<file path="src/mcr_pkg.sv">
// Shared widths, codes and types for the midpoint circle rasterizer.
package mcr_pkg;

  // Field widths of the channels.
  localparam int unsigned WIDTH_W  = 11;
  localparam int unsigned RADIUS_W = 9;
  localparam int unsigned ADDR_W   = 20;

  // Internal widths.
  localparam int unsigned POS_W  = 10;
  localparam int unsigned DEC_W  = 12;
  localparam int unsigned PROD_W = 21;
  localparam int unsigned SUM_W  = 23;
  localparam int unsigned OCT_W  = 3;

  // Frame width limit and reset value.
  localparam logic [WIDTH_W-1:0] MAX_WIDTH   = WIDTH_W'(1024);
  localparam logic [WIDTH_W-1:0] WIDTH_RESET = WIDTH_W'(512);

  // Action codes of an input item.
  localparam logic ACT_START = 1'b0;
  localparam logic ACT_STEP  = 1'b1;

  // Index of the final octant of a step.
  localparam logic [OCT_W-1:0] OCT_LAST = OCT_W'(7);

  // Geometry of one step, held while its eight addresses go out.
  typedef struct packed {
    logic [POS_W-1:0]  col;
    logic [POS_W-1:0]  row;
    logic [PROD_W-1:0] col_w;
    logic [PROD_W-1:0] row_w;
  } step_geom_t;

  // Frame constants derived from the width register.
  typedef struct packed {
    logic [WIDTH_W-1:0] width;
    logic [PROD_W-1:0]  area;
    logic [PROD_W-1:0]  centre;
  } frame_t;

endpackage

</file>
<file path="src/mcr_cfg_if.sv">
// Configuration write channel carrying the frame width.
interface mcr_cfg_if;
  logic                        valid;
  logic                        ready;
  logic [mcr_pkg::WIDTH_W-1:0] frame_width;

  modport source (output valid, output frame_width, input ready);
  modport sink (input valid, input frame_width, output ready);
endinterface

</file>
<file path="src/mcr_in_if.sv">
// Input item channel: action code and radius.
interface mcr_in_if;
  logic                         valid;
  logic                         ready;
  logic                         action;
  logic [mcr_pkg::RADIUS_W-1:0] radius;

  modport source (output valid, output action, output radius, input ready);
  modport sink (input valid, input action, input radius, output ready);
endinterface

</file>
<file path="src/mcr_out_if.sv">
// Result channel: pixel address and its flags.
interface mcr_out_if;
  logic                       valid;
  logic                       ready;
  logic [mcr_pkg::ADDR_W-1:0] pixel_address;
  logic                       out_of_frame;
  logic                       last_of_run;
  logic                       finished;

  modport source (
    output valid, output pixel_address, output out_of_frame,
    output last_of_run, output finished, input ready
  );
  modport sink (
    input valid, input pixel_address, input out_of_frame,
    input last_of_run, input finished, output ready
  );
endinterface

</file>
<file path="src/mcr_addr_unit.sv">
// Address of one octant pixel and its frame bounds check.
module mcr_addr_unit (
  input  logic [mcr_pkg::OCT_W-1:0]  oct_i,
  input  mcr_pkg::step_geom_t        geom_i,
  input  mcr_pkg::frame_t            frame_i,
  output logic [mcr_pkg::ADDR_W-1:0] addr_o,
  output logic                       oof_o
);

  logic                             use_col_w;
  logic                             neg_prod;
  logic                             sub_width;
  logic                             neg_ofs;
  logic                             dec_one;
  logic signed [mcr_pkg::SUM_W-1:0] prod_s;
  logic signed [mcr_pkg::SUM_W-1:0] ofs_s;
  logic signed [mcr_pkg::SUM_W-1:0] sum_s;

  // Octant decode. Octants 0, 1, 4 and 5 use the row product and the column
  // offset; the others swap them. Odd octants subtract the product, even
  // ones subtract one frame width instead. The offset is negated in octants
  // 1, 3, 4 and 6, and the remaining octants take the extra minus one.
  always_comb begin
    use_col_w = oct_i[1];
    neg_prod  = oct_i[0];
    sub_width = ~oct_i[0];
    neg_ofs   = oct_i[0] ^ oct_i[2];
    dec_one   = ~(oct_i[0] ^ oct_i[2]);
  end

  // Five-term sum in signed arithmetic wide enough for every case.
  always_comb begin
    prod_s = use_col_w ? $signed({2'b00, geom_i.col_w}) : $signed({2'b00, geom_i.row_w});
    ofs_s  = use_col_w ? $signed(mcr_pkg::SUM_W'(geom_i.row))
                       : $signed(mcr_pkg::SUM_W'(geom_i.col));
    sum_s  = $signed({2'b00, frame_i.centre})
           + (neg_prod ? -prod_s : prod_s)
           + (neg_ofs ? -ofs_s : ofs_s)
           - (sub_width ? $signed(mcr_pkg::SUM_W'(frame_i.width))
                        : $signed(mcr_pkg::SUM_W'(0)))
           - (dec_one ? $signed(mcr_pkg::SUM_W'(1)) : $signed(mcr_pkg::SUM_W'(0)));
  end

  // The frame area never exceeds the 20-bit address space, so one compare
  // against it also covers the address width.
  always_comb begin
    oof_o  = sum_s[mcr_pkg::SUM_W-1]
           || (sum_s >= $signed({2'b00, frame_i.area}));
    addr_o = oof_o ? '0 : sum_s[mcr_pkg::ADDR_W-1:0];
  end

endmodule

</file>
<file path="src/midpoint_circle_rasterizer_core.sv">
// Top level of the midpoint circle rasterizer core.
//
//   channel | direction | transfer carries
//   cfg_i   | in        | frame_width (11 bits)
//   in_i    | in        | action (1 bit), radius (9 bits)
//   out_o   | out       | pixel_address (20), out_of_frame, last_of_run, finished
//
// A start item gives no result. A step item gives eight results, one a
// cycle while out_o does not stall, from a single octant address adder;
// a step that finishes the circle gives one.
// The next item is accepted in the cycle its predecessor's last result is
// loaded into the output register. Reset sets the width to 512 and idles.
// Stalls on out_o hold the output register and hold off further input.
module midpoint_circle_rasterizer_core (
  input  logic      clk_i,
  input  logic      rst_ni,
  mcr_cfg_if.sink   cfg_i,
  mcr_in_if.sink    in_i,
  mcr_out_if.source out_o
);

  // Circle state.
  logic [mcr_pkg::POS_W-1:0]   col_q, col_d;
  logic [mcr_pkg::POS_W-1:0]   row_q, row_d;
  logic [mcr_pkg::DEC_W-1:0]   dec_q, dec_d;
  logic                        active_q, active_d;

  // Frame configuration.
  logic [mcr_pkg::WIDTH_W-1:0] width_q;
  logic [mcr_pkg::WIDTH_W-1:0] width_clamped;
  mcr_pkg::frame_t             frame_q;

  // Pending job.
  logic                        job_vld_q;
  logic                        job_fin_q;
  logic [mcr_pkg::OCT_W-1:0]   oct_q;
  mcr_pkg::step_geom_t         geom_q, geom_d;

  // Output register.
  logic                        out_vld_q;
  logic [mcr_pkg::ADDR_W-1:0]  addr_q;
  logic                        oof_q;
  logic                        last_q;
  logic                        fin_q;

  logic                        emit_go;
  logic                        job_last;
  logic                        in_fire;
  logic                        is_step;
  logic                        is_start;
  logic                        do_advance;
  logic [mcr_pkg::ADDR_W-1:0]  oct_addr;
  logic                        oct_oof;

  // Handshakes.
  assign emit_go     = job_vld_q && (!out_vld_q || out_o.ready);
  assign job_last    = job_fin_q || (oct_q == mcr_pkg::OCT_LAST);
  assign in_i.ready  = !job_vld_q || (emit_go && job_last);
  assign in_fire     = in_i.valid && in_i.ready;
  assign is_step     = in_fire && (in_i.action == mcr_pkg::ACT_STEP);
  assign is_start    = in_fire && (in_i.action == mcr_pkg::ACT_START);
  assign do_advance  = is_step && active_q && (row_q > col_q);
  assign cfg_i.ready = 1'b1;

  // Clamp the width to the largest supported frame.
  assign width_clamped = (width_q > mcr_pkg::MAX_WIDTH) ? mcr_pkg::MAX_WIDTH : width_q;

  // Midpoint decision: east when negative, otherwise south-east.
  always_comb begin
    col_d    = col_q;
    row_d    = row_q;
    dec_d    = dec_q;
    active_d = active_q;
    if (is_start) begin
      col_d    = '0;
      row_d    = mcr_pkg::POS_W'(in_i.radius);
      dec_d    = mcr_pkg::DEC_W'(1) - mcr_pkg::DEC_W'(in_i.radius);
      active_d = 1'b1;
    end else if (do_advance) begin
      if (dec_q[mcr_pkg::DEC_W-1]) begin
        dec_d = dec_q + mcr_pkg::DEC_W'({col_q, 1'b0}) + mcr_pkg::DEC_W'(3);
      end else begin
        dec_d = dec_q + mcr_pkg::DEC_W'({col_q, 1'b0}) - mcr_pkg::DEC_W'({row_q, 1'b0})
              + mcr_pkg::DEC_W'(5);
        row_d = row_q - mcr_pkg::POS_W'(1);
      end
      col_d = col_q + mcr_pkg::POS_W'(1);
    end else if (is_step) begin
      active_d = 1'b0;
    end
  end

  // Row and column products for the new position, used by all octants.
  always_comb begin
    geom_d.col   = col_d;
    geom_d.row   = row_d;
    geom_d.col_w = mcr_pkg::PROD_W'(col_d) * mcr_pkg::PROD_W'(width_clamped);
    geom_d.row_w = mcr_pkg::PROD_W'(row_d) * mcr_pkg::PROD_W'(width_clamped);
  end

  mcr_addr_unit u_addr (
    .oct_i   (oct_q),
    .geom_i  (geom_q),
    .frame_i (frame_q),
    .addr_o  (oct_addr),
    .oof_o   (oct_oof)
  );

  // Frame area and centre are registered from the clamped width register.
  always_ff @(posedge clk_i) begin
    frame_q.width  <= width_clamped;
    frame_q.area   <= mcr_pkg::PROD_W'(width_clamped) * mcr_pkg::PROD_W'(width_clamped);
    frame_q.centre <= (mcr_pkg::PROD_W'(width_clamped) * mcr_pkg::PROD_W'(width_clamped) >> 1)
                    - mcr_pkg::PROD_W'(width_clamped >> 1);
  end

  // Control state, circle state and the width register.
  always_ff @(posedge clk_i or negedge rst_ni) begin
    if (!rst_ni) begin
      col_q     <= '0;
      row_q     <= '0;
      dec_q     <= '0;
      active_q  <= 1'b0;
      width_q   <= mcr_pkg::WIDTH_RESET;
      job_vld_q <= 1'b0;
      job_fin_q <= 1'b0;
      oct_q     <= '0;
      out_vld_q <= 1'b0;
    end else begin
      col_q    <= col_d;
      row_q    <= row_d;
      dec_q    <= dec_d;
      active_q <= active_d;
      if (cfg_i.valid) begin
        width_q <= cfg_i.frame_width;
      end
      // Job slot: loaded by a step, emptied by its last result.
      if (is_step) begin
        job_vld_q <= 1'b1;
        job_fin_q <= !do_advance;
        oct_q     <= '0;
      end else if (emit_go) begin
        if (job_last) begin
          job_vld_q <= 1'b0;
        end
        oct_q <= oct_q + mcr_pkg::OCT_W'(1);
      end
      // Output valid.
      if (emit_go) begin
        out_vld_q <= 1'b1;
      end else if (out_o.ready) begin
        out_vld_q <= 1'b0;
      end
    end
  end

  // Payload registers.
  always_ff @(posedge clk_i) begin
    if (do_advance) begin
      geom_q <= geom_d;
    end
    if (emit_go) begin
      addr_q <= job_fin_q ? '0 : oct_addr;
      oof_q  <= job_fin_q ? 1'b0 : oct_oof;
      last_q <= job_last;
      fin_q  <= job_fin_q;
    end
  end

  assign out_o.valid         = out_vld_q;
  assign out_o.pixel_address = addr_q;
  assign out_o.out_of_frame  = oof_q;
  assign out_o.last_of_run   = last_q;
  assign out_o.finished      = fin_q;

endmodule
</file>
<file path="src/flat_wrapper.sv">
// flat-port wrapper written by rule: the top's interface ports become plain ports
module midpoint_circle_rasterizer_core_flat 
  (clk_i, rst_ni, cfg_i_valid, cfg_i_frame_width, cfg_i_ready, in_i_valid, in_i_action, in_i_radius, in_i_ready, out_o_valid, out_o_pixel_address, out_o_out_of_frame, out_o_last_of_run, out_o_finished, out_o_ready);
  mcr_cfg_if cfg_i_i ();
  mcr_in_if in_i_i ();
  mcr_out_if out_o_i ();
  input  logic clk_i;
  input  logic rst_ni;
  input wire logic [$bits(cfg_i_i.valid)-1:0] cfg_i_valid;
  input wire logic [$bits(cfg_i_i.frame_width)-1:0] cfg_i_frame_width;
  output wire logic [$bits(cfg_i_i.ready)-1:0] cfg_i_ready;
  input wire logic [$bits(in_i_i.valid)-1:0] in_i_valid;
  input wire logic [$bits(in_i_i.action)-1:0] in_i_action;
  input wire logic [$bits(in_i_i.radius)-1:0] in_i_radius;
  output wire logic [$bits(in_i_i.ready)-1:0] in_i_ready;
  output wire logic [$bits(out_o_i.valid)-1:0] out_o_valid;
  output wire logic [$bits(out_o_i.pixel_address)-1:0] out_o_pixel_address;
  output wire logic [$bits(out_o_i.out_of_frame)-1:0] out_o_out_of_frame;
  output wire logic [$bits(out_o_i.last_of_run)-1:0] out_o_last_of_run;
  output wire logic [$bits(out_o_i.finished)-1:0] out_o_finished;
  input wire logic [$bits(out_o_i.ready)-1:0] out_o_ready;
  assign cfg_i_i.valid = cfg_i_valid;
  assign cfg_i_i.frame_width = cfg_i_frame_width;
  assign cfg_i_ready = cfg_i_i.ready;
  assign in_i_i.valid = in_i_valid;
  assign in_i_i.action = in_i_action;
  assign in_i_i.radius = in_i_radius;
  assign in_i_ready = in_i_i.ready;
  assign out_o_valid = out_o_i.valid;
  assign out_o_pixel_address = out_o_i.pixel_address;
  assign out_o_out_of_frame = out_o_i.out_of_frame;
  assign out_o_last_of_run = out_o_i.last_of_run;
  assign out_o_finished = out_o_i.finished;
  assign out_o_i.ready = out_o_ready;
  midpoint_circle_rasterizer_core u_core (.clk_i(clk_i), .rst_ni(rst_ni), .cfg_i(cfg_i_i), .in_i(in_i_i), .out_o(out_o_i));
endmodule
</file>
<file path="config.mk">
export PLATFORM = sky130hd
export DESIGN_NAME = midpoint_circle_rasterizer_core_flat
export DESIGN_NICKNAME = d
export VERILOG_FILES = /design/src/mcr_pkg.sv /design/src/mcr_cfg_if.sv /design/src/mcr_in_if.sv /design/src/mcr_out_if.sv /design/src/mcr_addr_unit.sv /design/src/midpoint_circle_rasterizer_core.sv /design/src/flat_wrapper.sv
export SDC_FILE = /design/constraint.sdc
export NUM_CORES = 1
export LEC_CHECK = 0
export ABC_AREA = 0
export BUFFER_PORTS_ARGS = -buffer_cell sky130_fd_sc_hd__clkbuf_2
export CORE_UTILIZATION = 50
export CTS_CLUSTER_DIAMETER = 30
export DETAILED_ROUTE_END_ITERATION = 16
export PLACE_DENSITY = 0.66
export SETUP_SLACK_MARGIN = 0.3
export SLEW_MARGIN = 20
export SYNTH_ARGS = -nofsm -noshare
export SYNTH_HDL_FRONTEND = slang
export SYNTH_SLANG_ARGS = --single-unit
export TNS_END_PERCENT = 5
</file>
<file path="constraint.sdc">
create_clock -name clk_i -period 21.2 [get_ports clk_i]
set_input_delay 2.12 -clock clk_i [delete_from_list [all_inputs] [get_ports clk_i]]
set_output_delay 2.12 -clock clk_i [all_outputs]
set_load 0.005 [all_outputs]
</file>
# --- Word level (Yosys, flattened, before mapping) ---
# Cells that the tools add are included.
word_totals:
  romBits: 0
  output_inout_bits: 26
  mem_count: 0
  input_bits: 26
  word_cells: 92
  ramBits: 0
  ff_bits: 188
  latchBits: 0
classes:
  shifts: 0
  n_mul: 3
  div_mod_pow: 0
  magnitude_cmp: 3
  reduce_logical: 22
  n_eq_ne: 2
  n_addsub: 15
  bitwise: 2
  mux: 25
op_table:
  columns: ["cell", "count"]
  rows:
  - ["$mux W10", 6]
  - ["$mux W23", 2]
  - ["$mul A10 B11 Y21", 2]
  - ["$mux W12", 3]
  - ["$add A22 B23 Y23", 1]
  - ["$add A23 B23 Y23", 1]
  - ["$ge A23 B22 Y1", 1]
  - ["$neg A10 Y23", 1]
  - ["$neg A21 Y23", 1]
  - ["$sub A23 B12 Y23", 1]
  - ["$sub A23 B2 Y23", 1]
  - ["$mux W11", 2]
  - ["$mul A11 B11 Y21", 1]
  - ["$mux W21", 1]
  - ["$sub A20 B10 Y21", 1]
  - ["$add A12 B11 Y12", 1]
  - ["$add A12 B2 Y12 const B", 1]
  - ["$add A12 B3 Y12 const B", 1]
  - ["$sub A12 B11 Y12", 1]
  - ["$gt A11 B11 Y1 const B", 1]
  - ["$add A10 B1 Y10 const B", 1]
  - ["$gt A10 B10 Y1", 1]
  - ["$reduce_bool A2 Y1", 5]
  - ["$sub A1 B9 Y10 const A", 1]
  - ["13 further kinds", 34]

# --- Depth between registers and ports, before layout ---
depth:
  word_depth: 12
  depth_mapped: 37
  depth_no_buf: 30

# --- Hierarchy ---
# A second synthesis with hierarchy kept.
hier_totals:
  cells_unflattened: 2511
  area_unflattened_um2: 22998.3
modules_own_cells:
  columns: ["mod", "seq_area_each_um2", "instances", "cells_per_inst", "area_per_inst_um2"]
  rows:
  - ["midpoint_circle_rasterizer_core", 4805.9, 1, 1928, 18662.9]
  - ["mcr_addr_unit", 0.0, 1, 583, 4335.4]

# --- Least setup slack after synthesis ---
# OpenSTA, ideal clock, no wires.
synth_timing:
  path_kind: "input-to-reg"
  startpoint: "input port out_o_ready"
  endpoint: "register u_core.geom_q[20] in the netlist's numbering (data pin)"
  arrival_time_ns: 9.372
  slack_ns: 11.569
  required_time_ns: 20.941
  path_stages: 28
  cell_sequence: "nand2b_1 > a21bo_2 > nand3_1 > a311oi_1 > nor2b_1 > mux2_2 > o21ai_0 > clkbuf_1 > nand2_1 > fa_1 > inv_1 > fa_1 > inv_1 > fa_1 > inv_1 > fa_1 > inv_1 > fa_1 > inv_1 > ha_1 > or3_1 > o31ai_1 > o21ai_0 > nor4_1 > nor3_1 > a2111oi_0 > a21oi_1 > xnor2_1"
synth_rtl:
  columns: ["element", "line", "source"]
  rows:
  - ["from (decl)", "flat_wrapper.sv:21", "input wire logic [$bits(out_o_i.ready)-1:0] out_o_ready;"]
  - ["to (signal assigned)", "midpoint_circle_rasterizer_core.sv:160", "geom_q <= geom_d;"]
  - ["to (decl)", "midpoint_circle_rasterizer_core.sv:37", "mcr_pkg::step_geom_t geom_q, geom_d;"]

==> metrics.md <==
| Metric | Value |
|---|---|
| Outcome | completed |
| Diodes inserted | 0 |
| DR DRC count | 0 |
| CTS buffer count | 17 |
| Slew HR | 0.247 |
| Vias | 17100 |
| WS Path Type | in -> reg |
| Fillers | approximately 4000 |
| Final wirelength | 58800 microns |
| Clock sinks | 185 |
| Setup TNS | 0 ps |
| Syn avg cell area | 9.20 sq um |
| Final count of hold timing violations | 0 |
| Drt wl/cell | 19.0 microns |
| Yosys warning count | 0 |
| Via density | around 5.5 |
| Die W | 214 microns |
| Area taken by multi-input logic gates | 15900 sq um |
| NumNets Final | 3029 |
| Max frequency | 92.7 MHz |
| #FFs+latches synth | 185 |
| Crit-path max cell delay | 910 ps |
| Drt initial violations | 991 |
| Initial core utilization | 0.508 |
| IO Pins | 52 |
| Mapped Cells | about 2400 |
| FF/Latch Area | a little under 5000 sq um |
| H-tree depth | 4 |
| Share of cells above drive strength 1 | 0.0705 |
| DRT Pass-1 Iters | 7 |
| Hold-fix buffers, CTS | 0 |
| Slowest-stage cell, CP | a311oi_4 |
| Largest net degree at the start of global routing | 81 |
| Layout area overhead | 7.26% |
| Crit path required time | 21450 ps |
| Die area | 45800 sq um |
| Minimum clock period | 10780 ps |
| R2R setup slack | 11090 ps |
| Sequential fraction of the synthesis area | 0.214 |
| DPL Wire Length | 47100 microns |
| Post-CTS setup buffer count | 0 |
| Die H | 214 microns |
| Crit Path Max Fanout | 80 |
| Clock slew at reported path FFs | approximately 80 ps |
| Core Region | 44200 sq um |
| Antenna violations before repair | 0 |
| Worst-skew pair later-pin latency | 500 ps |
| Async set or reset register ratio after synthesis | 0.270 |
| First-pass GRT wire length | 96300 microns |
| Worst Path Arrival | 11030 ps |
| Worst Setup End Kind | flop |
| Gr usage total | 0.271 |
| Port buffer count | 50 |
| Most used flip-flop cell after synthesis | edfxtp_1 |
| Placer Congestion | 0.912 |
| Period utilisation layout | 0.509 |
| Max-slew violation count | 0 |
| Post-synth cell types | 80 |
| Final setup vio count | 0 |
| Congestion Overflow GR | 0 |
| Vias in the first global route | between 15000 and 20000 |
| Synthesized cell area | 22500 sq um |
| Max Cap Viol | 0 |
| CTS max path bufs | 2 |
| Post-route ant nets | 0 |
| Final clock skew | 9.21 ps |
| Clock tree from TritonCTS | built |
| Worst setup SP type | input pin |
| EDFF count, synth | between 80 and 90 |
| Post-CTS Resized | 0 |
| Unrepaired setup endpoints after global routing | false |
| Hold Path Class | reg -> reg |
| Clock Root Buffer | clkbuf_16 |
| Num rows | 77 |
| Worst-Margin Slew | approximately 1100 ps |
==> flip-flops by register name, summed over array words and instances (netlist names), 3 cells and up <==
name / flops
u_core.row_q: 10
u_core.geom_q: 62
u_core.frame_q: 50
u_core.col_q: 10
u_core.width_q: 11
u_core.out_o.pixel_address: 20
u_core.oct_q: 3
u_core.dec_q: 12
==> synthesized netlist by cell type (11+ instances only) <==
cell type  number  area share
inv_1         421       0.070
ha_1          281        0.16
fa_1          239        0.21
nor2_1        215       0.036
nand2_1       197       0.033
xnor2_1       105       0.041
a21oi_1        91       0.020
edfxtp_1       85        0.11
o21ai_0        84       0.019
clkbuf_1       58      0.0097
xor2_1         57       0.022
dfxtp_1        50       0.045
dfrtp_1        49       0.055
nor3_1         47       0.010
and2_1         35      0.0098
mux2i_1        34       0.015
nor2b_1        31      0.0086
a21o_1         27      0.0090
nand3_1        23      0.0051
nor3b_1        22      0.0074
nand2b_1       21      0.0059
o21a_1         19      0.0064
or2_2          18      0.0050
a211oi_1       17      0.0057
and3_1         17      0.0047
mux2_2         14      0.0070
o211ai_1       11      0.0037
o21bai_1       11      0.0037
o31ai_1        11      0.0037
==> routing by layer <==
metal	GRT usage	routed length, microns
met4	0.119	2640
met2	0.446	27500
met5	0	0
met1	0.346	25000
met3	0.0525	3640
==> worst max-delay path: cells and delay by family <==
kind | cells | cell delay, ps
XOR/XNOR | 2 | 330
adder cells (fa/ha/maj) | 6 | 2660
AO/OA/AOI/OAI | 7 | 2870
AND/OR/NAND/NOR | 7 | 1550
buffers and inverters | 8 | 1420
==> final timing paths <==
path	cells after the start	endpoint	from
max	30	u_core.geom_q[20]	out_o_ready
min	1	u_core.out_o.valid	u_core.job_vld_q
max reg2reg	32	u_core.geom_q[20]	u_core.oct_q[0]
min reg2reg	1	u_core.out_o.valid	u_core.job_vld_q
max in group asynchronous	2	u_core.oct_q[1]	rst_ni
min in group asynchronous	2	u_core.dec_q[10]	rst_ni
==> metrics by stage <==
stage	cells	hold WS, ps	utilization	setup WS [ps]	cell area, sq um
after global placement	3056	465	0.531	10190	23500
after CTS	3088	511	0.545	10520	24100
final	3088	509	0.545	10420	24100
after detailed placement	3056	471	0.531	10030	23500
after global routing	3088	533	0.545	9770	24100
after floorplan	2454	437	-	11570	22500
==> layout make-up <==
cell class	count	area share
Multi-Input combinational cell	1774	0.658
Sequential cell	185	0.200
Inverter	425	0.0662
Tap cell	592	0.0308
Timing Repair Buffer	80	0.0197
Clock buffer	18	0.0178
Clock inverter	14	0.00764
==> layout by cell type, fill, tap and decap left out, drive strengths merged, types with 32 or more instances in the layout <==
cell type	netlist	routed
a21oi	91	91
and2	35	35
clkbuf	58	68
dfrtp	49	49
dfxtp	50	50
edfxtp	85	85
fa	239	239
ha	281	281
inv	422	429
mux2i	34	34
nand2	197	197
nor2	215	215
nor2b	32	32
nor3	47	47
nor3b	32	32
o21ai	86	86
xnor2	105	105
xor2	57	57
==> logic make-up (layout without fill, tap and decap cells) <==
family | Yosys count | count (layout) | synth area share
AOI/OAI and AO/OA | 337 | 337 | 0.0957
xor gates and xnor gates | 163 | 163 | 0.0642
adders and majority gates | 520 | 520 | 0.370
buffers and inverters | 495 | 537 | 0.0838
DFF | 185 | 185 | 0.214
muxes | 48 | 48 | 0.0222
other | 2 | 16 | 0.000334
and+or+nand+nor | 690 | 690 | 0.150
Power is not shown: default switching activity piles up to over one toggle a cycle in this logic, so the estimate is an artifact.
